### src/urig_pkg.sv
// Shared constants, types and controller/datapath interface structs for the index generator.
package urig_pkg;

    localparam int DRAW_W      = 64;
    localparam int HALF_W      = DRAW_W / 2;
    localparam int INDEX_W     = 6;
    localparam int NUM_CHOICES = 48;

    localparam logic [DRAW_W-1:0] WEYL_STEP  = 64'h9e37_79b9_7f4a_7c15;
    localparam int                MIX_SHIFT  = 17;
    localparam int                ROT_AMOUNT = 32;

    // Draws at or above this value are rejected so the reduction stays unbiased.
    localparam logic [DRAW_W-1:0] DRAW_MAX = {DRAW_W{1'b1}};
    localparam logic [DRAW_W-1:0] LIMIT    =
        DRAW_MAX - (DRAW_MAX % DRAW_W'(NUM_CHOICES));

    // 48 = 3 << 4: the low 4 bits pass through, the upper bits are reduced
    // mod 3 by folding 16-bit chunks (2^16 = 1 mod 3).
    localparam int MOD_LOW_W = 4;
    localparam int FOLD_W    = 16;
    localparam int SUM_W     = FOLD_W + 2;
    localparam int REM_W     = INDEX_W;

    // Fold happens with the rejection check, the finish in the S_MOD state.
    localparam int MOD_STEPS = 1;
    localparam int CNT_W     = 2;

    localparam logic [CNT_W-1:0] MOD_LAST = CNT_W'(MOD_STEPS - 1);

    // 64x64 low-half product built from three 32x32 partial products.
    typedef enum logic [1:0] {
        MUL_LL = 2'd0,
        MUL_HL = 2'd1,
        MUL_LH = 2'd2
    } t_mul_step;

    localparam logic [CNT_W-1:0] MUL_LAST = CNT_W'(MUL_LH);

    typedef enum logic [7:0] {
        S_IDLE  = 8'b0000_0001,
        S_ADV   = 8'b0000_0010,
        S_MUL1  = 8'b0000_0100,
        S_ROT   = 8'b0000_1000,
        S_MUL2  = 8'b0001_0000,
        S_CHECK = 8'b0010_0000,
        S_MOD   = 8'b0100_0000,
        S_DONE  = 8'b1000_0000
    } t_state;

    typedef struct packed {
        logic      advance;
        logic      mul_en;
        t_mul_step mul_step;
        logic      remix;
        logic      mod_init;
        logic      mod_step;
        logic      load_out;
    } t_dp_cmd;

    typedef struct packed {
        logic reject;
        logic out_free;
    } t_dp_status;

endpackage

### src/unbiased_random_index_generator_top.sv
// Top level of the unbiased random index generator: controller plus datapath.
//
// Request channel: i_valid / o_stall with i_draw_request. A request is taken
// on a clock edge with i_valid high and o_stall low. A request whose bit is 0
// is taken and produces no result.
// Result channel: o_valid / i_stall with o_chosen_index and o_raw_draw; a
// result is taken on an edge with o_valid high and i_stall low.
// Seed: i_seed_we loads i_seed_value into the generator state; write it only
// while no request is in flight.
// A request runs: advance, first multiply, remix, second multiply, rejection
// check; a rejected draw goes back to advance. Each 64-bit multiply is
// three passes through one shared 32x32 multiplier, and the modulo unit
// folds the draw during the check and finishes in the next cycle.
// One request is worked on at a time; o_stall is high from the cycle after a
// request with its bit set is taken until its result sits in the output
// register, which lets a new request start while it waits.
// When the receiver stalls with a result held and the next draw finishes,
// the block waits with o_stall high until the output register frees up.
// Reset (synchronous, active low) clears the state to 0 and empties the output.
module unbiased_random_index_generator_top (
    input  logic                               i_clk,
    input  logic                               i_rst_n,
    input  logic                               i_seed_we,
    input  logic [urig_pkg::DRAW_W-1:0]        i_seed_value,
    input  logic                               i_valid,
    output logic                               o_stall,
    input  logic                               i_draw_request,
    output logic                               o_valid,
    input  logic                               i_stall,
    output logic [urig_pkg::INDEX_W-1:0]       o_chosen_index,
    output logic [urig_pkg::DRAW_W-1:0]        o_raw_draw
);

    urig_pkg::t_dp_cmd    cmd;
    urig_pkg::t_dp_status status;

    urig_ctrl u_ctrl (
        .i_clk          (i_clk),
        .i_rst_n        (i_rst_n),
        .i_valid        (i_valid),
        .i_draw_request (i_draw_request),
        .o_stall        (o_stall),
        .i_status       (status),
        .o_cmd          (cmd)
    );

    urig_dp u_dp (
        .i_clk          (i_clk),
        .i_rst_n        (i_rst_n),
        .i_seed_we      (i_seed_we),
        .i_seed_value   (i_seed_value),
        .i_cmd          (cmd),
        .o_status       (status),
        .i_stall        (i_stall),
        .o_valid        (o_valid),
        .o_chosen_index (o_chosen_index),
        .o_raw_draw     (o_raw_draw)
    );

endmodule

### src/urig_ctrl.sv
// Sequencer for one draw: advance, two multiplies, rejection check, folded modulo.
module urig_ctrl (
    input  logic                  i_clk,
    input  logic                  i_rst_n,
    input  logic                  i_valid,
    input  logic                  i_draw_request,
    output logic                  o_stall,
    input  urig_pkg::t_dp_status  i_status,
    output urig_pkg::t_dp_cmd     o_cmd
);

    urig_pkg::t_state           r_state, n_state;
    logic [urig_pkg::CNT_W-1:0] r_cnt, n_cnt;

    assign o_stall = (r_state != urig_pkg::S_IDLE);

    always_comb begin
        n_state       = r_state;
        n_cnt         = r_cnt;
        o_cmd         = '0;
        o_cmd.mul_step = urig_pkg::t_mul_step'(r_cnt[1:0]);
        case (r_state)
            urig_pkg::S_IDLE: begin
                // a request with the bit clear is taken and dropped
                if (i_valid && i_draw_request) begin
                    n_state = urig_pkg::S_ADV;
                end
            end
            urig_pkg::S_ADV: begin
                o_cmd.advance = 1'b1;
                n_cnt         = '0;
                n_state       = urig_pkg::S_MUL1;
            end
            urig_pkg::S_MUL1: begin
                o_cmd.mul_en = 1'b1;
                if (r_cnt == urig_pkg::MUL_LAST) begin
                    n_cnt   = '0;
                    n_state = urig_pkg::S_ROT;
                end else begin
                    n_cnt = r_cnt + 1'b1;
                end
            end
            urig_pkg::S_ROT: begin
                o_cmd.remix = 1'b1;
                n_cnt       = '0;
                n_state     = urig_pkg::S_MUL2;
            end
            urig_pkg::S_MUL2: begin
                o_cmd.mul_en = 1'b1;
                if (r_cnt == urig_pkg::MUL_LAST) begin
                    n_cnt   = '0;
                    n_state = urig_pkg::S_CHECK;
                end else begin
                    n_cnt = r_cnt + 1'b1;
                end
            end
            urig_pkg::S_CHECK: begin
                if (i_status.reject) begin
                    n_state = urig_pkg::S_ADV;
                end else begin
                    o_cmd.mod_init = 1'b1;
                    n_cnt          = '0;
                    n_state        = urig_pkg::S_MOD;
                end
            end
            urig_pkg::S_MOD: begin
                o_cmd.mod_step = 1'b1;
                if (r_cnt == urig_pkg::MOD_LAST) begin
                    n_cnt   = '0;
                    n_state = urig_pkg::S_DONE;
                end else begin
                    n_cnt = r_cnt + 1'b1;
                end
            end
            urig_pkg::S_DONE: begin
                if (i_status.out_free) begin
                    o_cmd.load_out = 1'b1;
                    n_state        = urig_pkg::S_IDLE;
                end
            end
            default: begin
                n_state = urig_pkg::S_IDLE;
                n_cnt   = '0;
            end
        endcase
    end

    always_ff @(posedge i_clk) begin
        if (!i_rst_n) begin
            r_state <= urig_pkg::S_IDLE;
            r_cnt   <= '0;
        end else begin
            r_state <= n_state;
            r_cnt   <= n_cnt;
        end
    end

endmodule

### src/urig_dp.sv
// Datapath: Weyl state, shared 32x32 multiplier, rejection compare, modulo and output register.
module urig_dp (
    input  logic                              i_clk,
    input  logic                              i_rst_n,
    input  logic                              i_seed_we,
    input  logic [urig_pkg::DRAW_W-1:0]       i_seed_value,
    input  urig_pkg::t_dp_cmd                 i_cmd,
    output urig_pkg::t_dp_status              o_status,
    input  logic                              i_stall,
    output logic                              o_valid,
    output logic [urig_pkg::INDEX_W-1:0]      o_chosen_index,
    output logic [urig_pkg::DRAW_W-1:0]       o_raw_draw
);

    localparam int DW = urig_pkg::DRAW_W;
    localparam int HW = urig_pkg::HALF_W;
    localparam int RW = urig_pkg::REM_W;
    localparam int FW = urig_pkg::FOLD_W;
    localparam int SW = urig_pkg::SUM_W;
    localparam int LW = urig_pkg::MOD_LOW_W;

    logic [DW-1:0]          r_gen;
    logic [DW-1:0]          r_mop;
    logic [DW-1:0]          r_acc;
    logic [SW-1:0]          r_fold;
    logic [RW-1:0]          r_rem;
    logic                   r_out_valid;
    logic [urig_pkg::INDEX_W-1:0] r_out_idx;
    logic [DW-1:0]          r_out_raw;

    logic [DW-1:0] gen_next;
    logic [DW-1:0] z_rot;
    logic [HW-1:0] mul_a;
    logic [HW-1:0] mul_b;
    logic [DW-1:0] prod;
    logic [DW-LW-1:0] mod_hi;
    logic [SW-1:0] fold_next;
    logic [RW-1:0] rem_next;

    assign gen_next = r_gen + urig_pkg::WEYL_STEP;
    assign z_rot    = {r_acc[DW-urig_pkg::ROT_AMOUNT-1:0], r_acc[DW-1:DW-urig_pkg::ROT_AMOUNT]};

    // low half of a 64x64 product: lo*lo, then the two cross terms shifted up
    always_comb begin
        case (i_cmd.mul_step)
            urig_pkg::MUL_LL: begin
                mul_a = r_mop[HW-1:0];
                mul_b = urig_pkg::WEYL_STEP[HW-1:0];
            end
            urig_pkg::MUL_HL: begin
                mul_a = r_mop[DW-1:HW];
                mul_b = urig_pkg::WEYL_STEP[HW-1:0];
            end
            urig_pkg::MUL_LH: begin
                mul_a = r_mop[HW-1:0];
                mul_b = urig_pkg::WEYL_STEP[DW-1:HW];
            end
            default: begin
                mul_a = '0;
                mul_b = '0;
            end
        endcase
    end

    assign prod = mul_a * mul_b;

    // draw mod 48 = 16 * ((draw >> 4) mod 3) + draw[3:0]
    assign mod_hi    = r_acc[DW-1:LW];
    assign fold_next = SW'(mod_hi[FW-1:0]) + SW'(mod_hi[2*FW-1:FW]) +
                       SW'(mod_hi[3*FW-1:2*FW]) + SW'(mod_hi[DW-LW-1:3*FW]);

    // keep folding the sum in 8, 4 and 2 bit chunks, then at most two subtracts
    always_comb begin
        logic [9:0] f2;
        logic [5:0] f3;
        logic [3:0] f4;
        f2 = 10'(r_fold[7:0]) + 10'(r_fold[15:8]) + 10'(r_fold[SW-1:16]);
        f3 = 6'(f2[3:0]) + 6'(f2[7:4]) + 6'(f2[9:8]);
        f4 = 4'(f3[1:0]) + 4'(f3[3:2]) + 4'(f3[5:4]);
        if (f4 >= 4'd6) begin
            f4 = f4 - 4'd6;
        end
        if (f4 >= 4'd3) begin
            f4 = f4 - 4'd3;
        end
        rem_next = {f4[1:0], r_acc[LW-1:0]};
    end

    always_ff @(posedge i_clk) begin
        if (!i_rst_n) begin
            r_gen <= '0;
        end else if (i_seed_we) begin
            r_gen <= i_seed_value;
        end else if (i_cmd.advance) begin
            r_gen <= gen_next;
        end
    end

    always_ff @(posedge i_clk) begin
        if (i_cmd.advance) begin
            r_mop <= gen_next ^ (gen_next >> urig_pkg::MIX_SHIFT);
        end else if (i_cmd.remix) begin
            r_mop <= r_gen ^ z_rot ^ (z_rot >> urig_pkg::MIX_SHIFT);
        end

        if (i_cmd.mul_en) begin
            if (i_cmd.mul_step == urig_pkg::MUL_LL) begin
                r_acc <= prod;
            end else begin
                r_acc <= r_acc + {prod[HW-1:0], {HW{1'b0}}};
            end
        end

        if (i_cmd.mod_init) begin
            r_fold <= fold_next;
        end

        if (i_cmd.mod_step) begin
            r_rem <= rem_next;
        end

        if (i_cmd.load_out) begin
            r_out_idx <= r_rem[urig_pkg::INDEX_W-1:0];
            r_out_raw <= r_acc;
        end
    end

    always_ff @(posedge i_clk) begin
        if (!i_rst_n) begin
            r_out_valid <= 1'b0;
        end else if (i_cmd.load_out) begin
            r_out_valid <= 1'b1;
        end else if (!i_stall) begin
            r_out_valid <= 1'b0;
        end
    end

    assign o_status.reject   = (r_acc >= urig_pkg::LIMIT);
    assign o_status.out_free = !r_out_valid || !i_stall;

    assign o_valid        = r_out_valid;
    assign o_chosen_index = r_out_idx;
    assign o_raw_draw     = r_out_raw;

endmodule

### config.mk
export PLATFORM = sky130hd
export DESIGN_NAME = unbiased_random_index_generator_top
export DESIGN_NICKNAME = d
export VERILOG_FILES = /design/src/urig_pkg.sv /design/src/unbiased_random_index_generator_top.sv /design/src/urig_ctrl.sv /design/src/urig_dp.sv
export SDC_FILE = /design/constraint.sdc
export NUM_CORES = 2
export LEC_CHECK = 0
export ABC_CLOCK_PERIOD_IN_PS = 28900
export BUFFER_PORTS_ARGS = -buffer_cell sky130_fd_sc_hd__buf_2
export CORE_ASPECT_RATIO = 1.5
export CORE_MARGIN = 8
export CORE_UTILIZATION = 45
export DETAILED_ROUTE_END_ITERATION = 7
export SYNTH_ARGS = -nofsm -noshare
export SYNTH_HDL_FRONTEND = slang
export SYNTH_SLANG_ARGS = --single-unit
### constraint.sdc
create_clock -name i_clk -period 28.9 [get_ports i_clk]
set_input_delay 2.89 -clock i_clk [delete_from_list [all_inputs] [get_ports i_clk]]
set_output_delay 2.89 -clock i_clk [all_outputs]
set_load 0.005 [all_outputs]
After elaboration in Yosys (flattened, before gate mapping)
Index checks and enable logic that the tools add are counted.
{"block": "totals", "ff_bits": 297, "out_inout_bits": 72, "elab_cells": 93}
{"block": "op_classes", "n_addsub": 14, "mul": 1, "n_lt_le_gt_ge": 3, "n_eq_ne": 18, "n_mux": 30, "n_bitwise": 4, "n_reduce_logical": 13}
{"cell": "$mux 64", "n": 5}
{"cell": "$pmux 32 s2", "n": 2}
{"cell": "$xor 64x47->64", "n": 2}
{"cell": "$add 64x64->64", "n": 1}
{"cell": "$add 64x64->64 const B", "n": 1}
{"cell": "$ge 64x64->1 const B", "n": 1}
{"cell": "$mul 32x32->64", "n": 1}
{"cell": "$pmux 8 s8", "n": 1}
{"cell": "$xor 64x64->64", "n": 1}
{"cell": "$mux 8", "n": 5}
{"cell": "$add 18x12->18", "n": 1}
{"cell": "$add 18x16->18", "n": 1}
{"cell": "$add 16x16->17", "n": 1}
{"cell": "$add 10x2->10", "n": 1}
{"cell": "$mux 1", "n": 10}
{"cell": "$ne 2x1->1 const B", "n": 5}
{"cell": "$add 8x8->9", "n": 1}
{"cell": "$eq 8x1->1 const B", "n": 1}
{"cell": "$eq 8x2->1 const B", "n": 1}
{"cell": "$eq 8x3->1 const B", "n": 1}
{"cell": "$eq 8x4->1 const B", "n": 1}
{"cell": "$eq 8x5->1 const B", "n": 1}
{"cell": "$eq 8x6->1 const B", "n": 1}
{"cell": "$eq 8x7->1 const B", "n": 1}
{"cell": "27 further kinds", "n": 36}

Longest topological paths before layout
{"block": "logic_depth", "ltp_word": 10, "mapped_depth": 44, "depth_no_buf": 41}

Modules after synthesis
From an unflattened synthesis, not the netlist that was laid out.
{"block": "unflattened", "cells_unflattened": 4237, "hier_area_um2": 43847.1}
{"mod": "urig_dp", "instances": 1, "cells_per_inst": 4164, "area_each_um2": 43201.4, "seq_area_each_um2": 7967.6}
{"mod": "urig_ctrl", "instances": 1, "cells_per_inst": 73, "area_each_um2": 645.6, "seq_area_each_um2": 200.2}

Worst setup path before layout
OpenSTA, ideal clock, no wires.
{"block": "synth_timing", "path_type": "reg-to-reg", "startpoint": "reg u_ctrl.r_cnt[0] (netlist bit)", "endpoint": "reg u_dp.r_acc[63] (data pin)", "setup_time_ns": 0.266, "t_arrival_ns": 9.714, "required_time_ns": 28.634, "path_slack_ns": 18.919, "path_stages_with_launch": 41, "n_path_buf": 3, "synth_period_minus_slack_ns": 9.981, "path_cell_list": "dfxtp_1 inv_1 ha_1 buf_2 or2_2 clkbuf_1 clkbuf_1 a22oi_1 nor2_1 nand2_1 fa_1 inv_1 ha_1 fa_1 inv_1 fa_1 inv_1 fa_1 (+5 left out) ha_1 nand2_1 o21ai_0 nor2_1 a31oi_1 a31oi_1 o21ai_0 xor2_1 ha_1 nand4_1 or2_2 nor3_1 o21ai_0 nand2_1 o221ai_1 a21oi_1 mux2i_1 nand4_1"}
{"block": "synth_via", "elab_chain_cells": 6, "elab_cells_between_ends": 10, "cone_classes": "add/sub (1); mul (1); eq/ne (2); mux (3); reduce/logical (3)"}
{"item": "start, declared", "line": "urig_ctrl.sv:13", "text": "logic [urig_pkg::CNT_W-1:0] r_cnt, n_cnt;"}
{"item": "start signal, assigned", "line": "urig_ctrl.sv:94", "text": "r_cnt <= n_cnt;"}
{"item": "$eq 2x2->1, or another cell as far along", "line": "urig_dp.sv:45", "text": "case (i_cmd.mul_step)"}
{"item": "$reduce_or 2->1 (no line)"}
{"item": "$pmux 32 s2", "line": "urig_dp.sv:45"}
{"item": "$mul 32x32->64", "line": "urig_dp.sv:65", "text": "assign prod = mul_a * mul_b;"}
{"item": "$add 64x64->64", "line": "urig_dp.sv:110", "text": "r_acc <= r_acc + {prod[HW-1:0], {HW{1'b0}}};"}
{"item": "$mux 64 (*)", "line": "urig_dp.sv:107", "text": "if (i_cmd.mul_step == urig_pkg::MUL_LL) begin"}
{"item": "end signal, assigned", "line": "urig_dp.sv:108", "text": "r_acc <= prod;"}
{"item": "end signal, assigned", "line": "urig_dp.sv:110"}
{"item": "end, declared", "line": "urig_dp.sv:24", "text": "logic [DW-1:0] r_acc;"}
Mark *: on every way between the ends. The rest lies on a longest branch, timed or not.
A chain may end at the register's enable or synchronous reset.

Final worst setup path
{"block": "layout_timing", "startpoint": "reg u_ctrl.r_cnt[0] (netlist bit)", "endpoint": "reg u_dp.r_acc[61] (data pin)"}
Same word-level chain as after synthesis.

==> flow_summary_export.csv <==
group,metric,value,unit
worst_setup_path,crit_slowest_cell,"nor2_1",
global_routing,grt-ovfl-total,0,
detailed_routing,routed_via_density,5.550,
floorplanning,design.core.area,97910,µm²
yosys,ys_ff_latch,297,
yosys,ys.flop_type,"edfxtp_1",
cts,clk_pin_slew,0.08,ns
yosys,synth-edff-count,222,
global_routing,grt_max_degree,81,
timing,fin_crit,12.09,ns
yosys,async_flop_share,0,
yosys,synthTopCellsByCount,"inv_1, fa_1, ha_1",
floorplanning,row_count,141,
worst_setup_path,cp-end-kind,"flip-flop",
yosys,synth_cell_type_count,84,
timing,fmax,82.73,MHz
placed_design,io_buffers,141,
worst_setup_path,crit_type,"flip-flop to flip-flop",
floorplanning,die_h,399.8,µm
final_layout,final_layout_size_suffix_gt1_frac,0.06191,
cts,cts_tree,"done",
worst_setup_path,path_max_fanout,59,
timing,hold_viol_final,0,
detailed_routing,drc,0,
detailed_routing,ant_nets,0,
worst_setup_path,cpMostUsedCell,"inv_1",
cts,cts.path.max_buffers,3,
detailed_routing,drtIter0Drc,2159,
cts,ctsHoldBuffers,0,
floorplanning,dieArea,108700,µm²
global_routing,antenna_found_initial,2,
cts,clkSinkCount,297,
global_routing,grt_pass1_wl,230.7,mm
floorplanning,io_pins,142,
yosys,yosysMostFrequentCell,"inv_1",
cts,htree_levels,1,
timing,finalCritPeriodShare,0.4182,
floorplanning,start_util,0.4514,
min_path,hold_class,"flip-flop to flip-flop",
cts,clock_latency,0.63,ns
worst_setup_path,crit_arrival,12.44,ns
placed_design,dp_hpwl,130.5,mm
cts,post_cts_buffers,0,
final_layout,layout.nets,5808,
worst_setup_path,cp-start-kind,"flip-flop",
detailed_routing,drt-total-wl,156.5,mm
status,status,"finished, final reports clean",
cts,post_cts_resized,0,
timing,report.final.slew_viol_count,0,
yosys,yosys.area.top_type,"fa_1",
detailed_routing,routedWlPerCell,26.85,µm
worst_setup_path,max_stage_delay,1.00,ns
global_routing,grt_use_total,0.2905,
timing,setup_viol,0,
yosys,yosys_warnings,0,
final_layout,area_growth,7.357,%
floorplanning,die_w,271.9,µm
timing,tns,0,ns
timing,clock_skew,0.03585,ns
detailed_routing,drt-pass1-iter-count,6,
detailed_routing,route.vias.total,32340,
worst_setup_path,critPathRequiredTime,29.25,ns
yosys,ys_seq_area_frac,0.1848,
yosys,syn_inst,4412,
timing,worst_pin_slew,1.289,ns
yosys,yosys-top-cells-area,"fa_1, edfxtp_1, ha_1",
yosys,syn_avg_cell_area,10.02,µm²
cts,cts_buffers,28,
flow_run,maxCapViolCount,0,
yosys,syn-num-nets,5703,
timing,slew_headroom,0.1377,
yosys,synth_area,44200,µm²
global_routing,grt_pass1_vias,35040,
placed_design,globalplace.congestion,0.9825,
timing,rsz0062_at_grt,"no",
cts,ctsRootBufferMaster,"clkbuf_16",
yosys,synth_top_area_frac,0.3234,
==> layout make-up <==
type | instances | area, µm²
repair buffers | 191 | 1081
diodes | 2 | 5.005
well taps | 1287 | 1610
clock buffers | 30 | 708.2
flip-flops and latches | 297 | 8168
fillers | 9304 | 50460
inverters | 924 | 3468
multi-input cells | 3075 | 32140
clock inverters | 22 | 267.8
==> layout by cell type, fill, tap and decap left out, types with 75 or more instances in the layout <==
master    Yosys  routed
nand2_1     219     219
buf_2         6     141
o21ai_0     120     120
dfxtp_1      75      75
edfxtp_1    222     222
xnor2_1     262     262
xor2_1      135     135
ha_1        507     506
inv_1       920     920
nor2_1      245     244
a21oi_1     277     276
fa_1        714     714
==> cell families after synthesis <==
group                    count (synthesis)  synth area share
flip-flops                             297            0.1848
AO/OA/AOI/OAI                          659           0.09121
adder cells (fa/ha/maj)               1223            0.4674
XOR/XNOR                               400           0.07992
AND/OR/NAND/NOR                        770           0.08249
buffers and inverters                 1040           0.08895
multiplexers                            23          0.005265
==> sequential cells by signal (all words and copies together) (netlist names) <==
name                 flops
u_dp.r_rem               6
u_dp.r_mop              64
u_dp.r_fold             18
u_dp.r_gen              64
u_ctrl.r_state           8
u_dp.o_raw_draw         64
u_dp.r_acc              64
u_ctrl.r_cnt             2
u_dp.o_chosen_index      6
u_dp.o_valid             1
==> critical path, delay by kind of cell (launching register included) <==
family	cells	cell delay, ns
adder cells (fa/ha/maj)	11	4.98
XOR/XNOR	2	0.41
buffers and inverters	6	0.89
AND/OR/NAND/NOR	5	2.30
AO/OA/AOI/OAI	12	2.74
multiplexers	1	0.10
flip-flops	1	0.34
==> per-stage QoR <==
stage | util | hold WS (ns) | std cells | worst slack (ns) | instance area, µm²
2_1_floorplan | - | 0.4003 | 4412 | 18.92 | 44200
3_3_place_gp | 0.4746 | 0.4049 | 5774 | 16.98 | 46470
6_report | 0.4846 | 0.4235 | 5828 | 16.81 | 47450
5_1_grt | 0.4846 | 0.4360 | 5826 | 15.98 | 47450
3_5_place_dp | 0.4746 | 0.4071 | 5774 | 16.92 | 46470
4_1_cts | 0.4846 | 0.4246 | 5826 | 16.84 | 47450
==> routing by layer <==
layer  track usage  routed length, µm
met1        0.3057              52990
met2        0.5176              79630
met3       0.03310               7441
met4        0.2436              16400
met5             0                  0
==> worst paths after layout <==
| path | startpoint | endpoint | slack [ns] | depth (start not counted) |
|---|---|---|---|---|
| max | u_ctrl.r_cnt[0]$_SDFFE_PN0P_ | u_dp.r_acc[61]$_DFFE_PP_ | 16.81 | 37 |
| min | u_dp.r_rem[4]$_DFFE_PN_ | u_dp.o_chosen_index[4]$_DFFE_PP_ | 0.42 | 0 |
| max reg2reg | u_ctrl.r_cnt[0]$_SDFFE_PN0P_ | u_dp.r_acc[61]$_DFFE_PP_ | 16.81 | 37 |
| min reg2reg | u_dp.r_rem[4]$_DFFE_PN_ | u_dp.o_chosen_index[4]$_DFFE_PP_ | 0.42 | 0 |
Power is left out: the tool's default activity adds up to more than one toggle a clock period on the data nets, which glitch-free logic cannot reach.
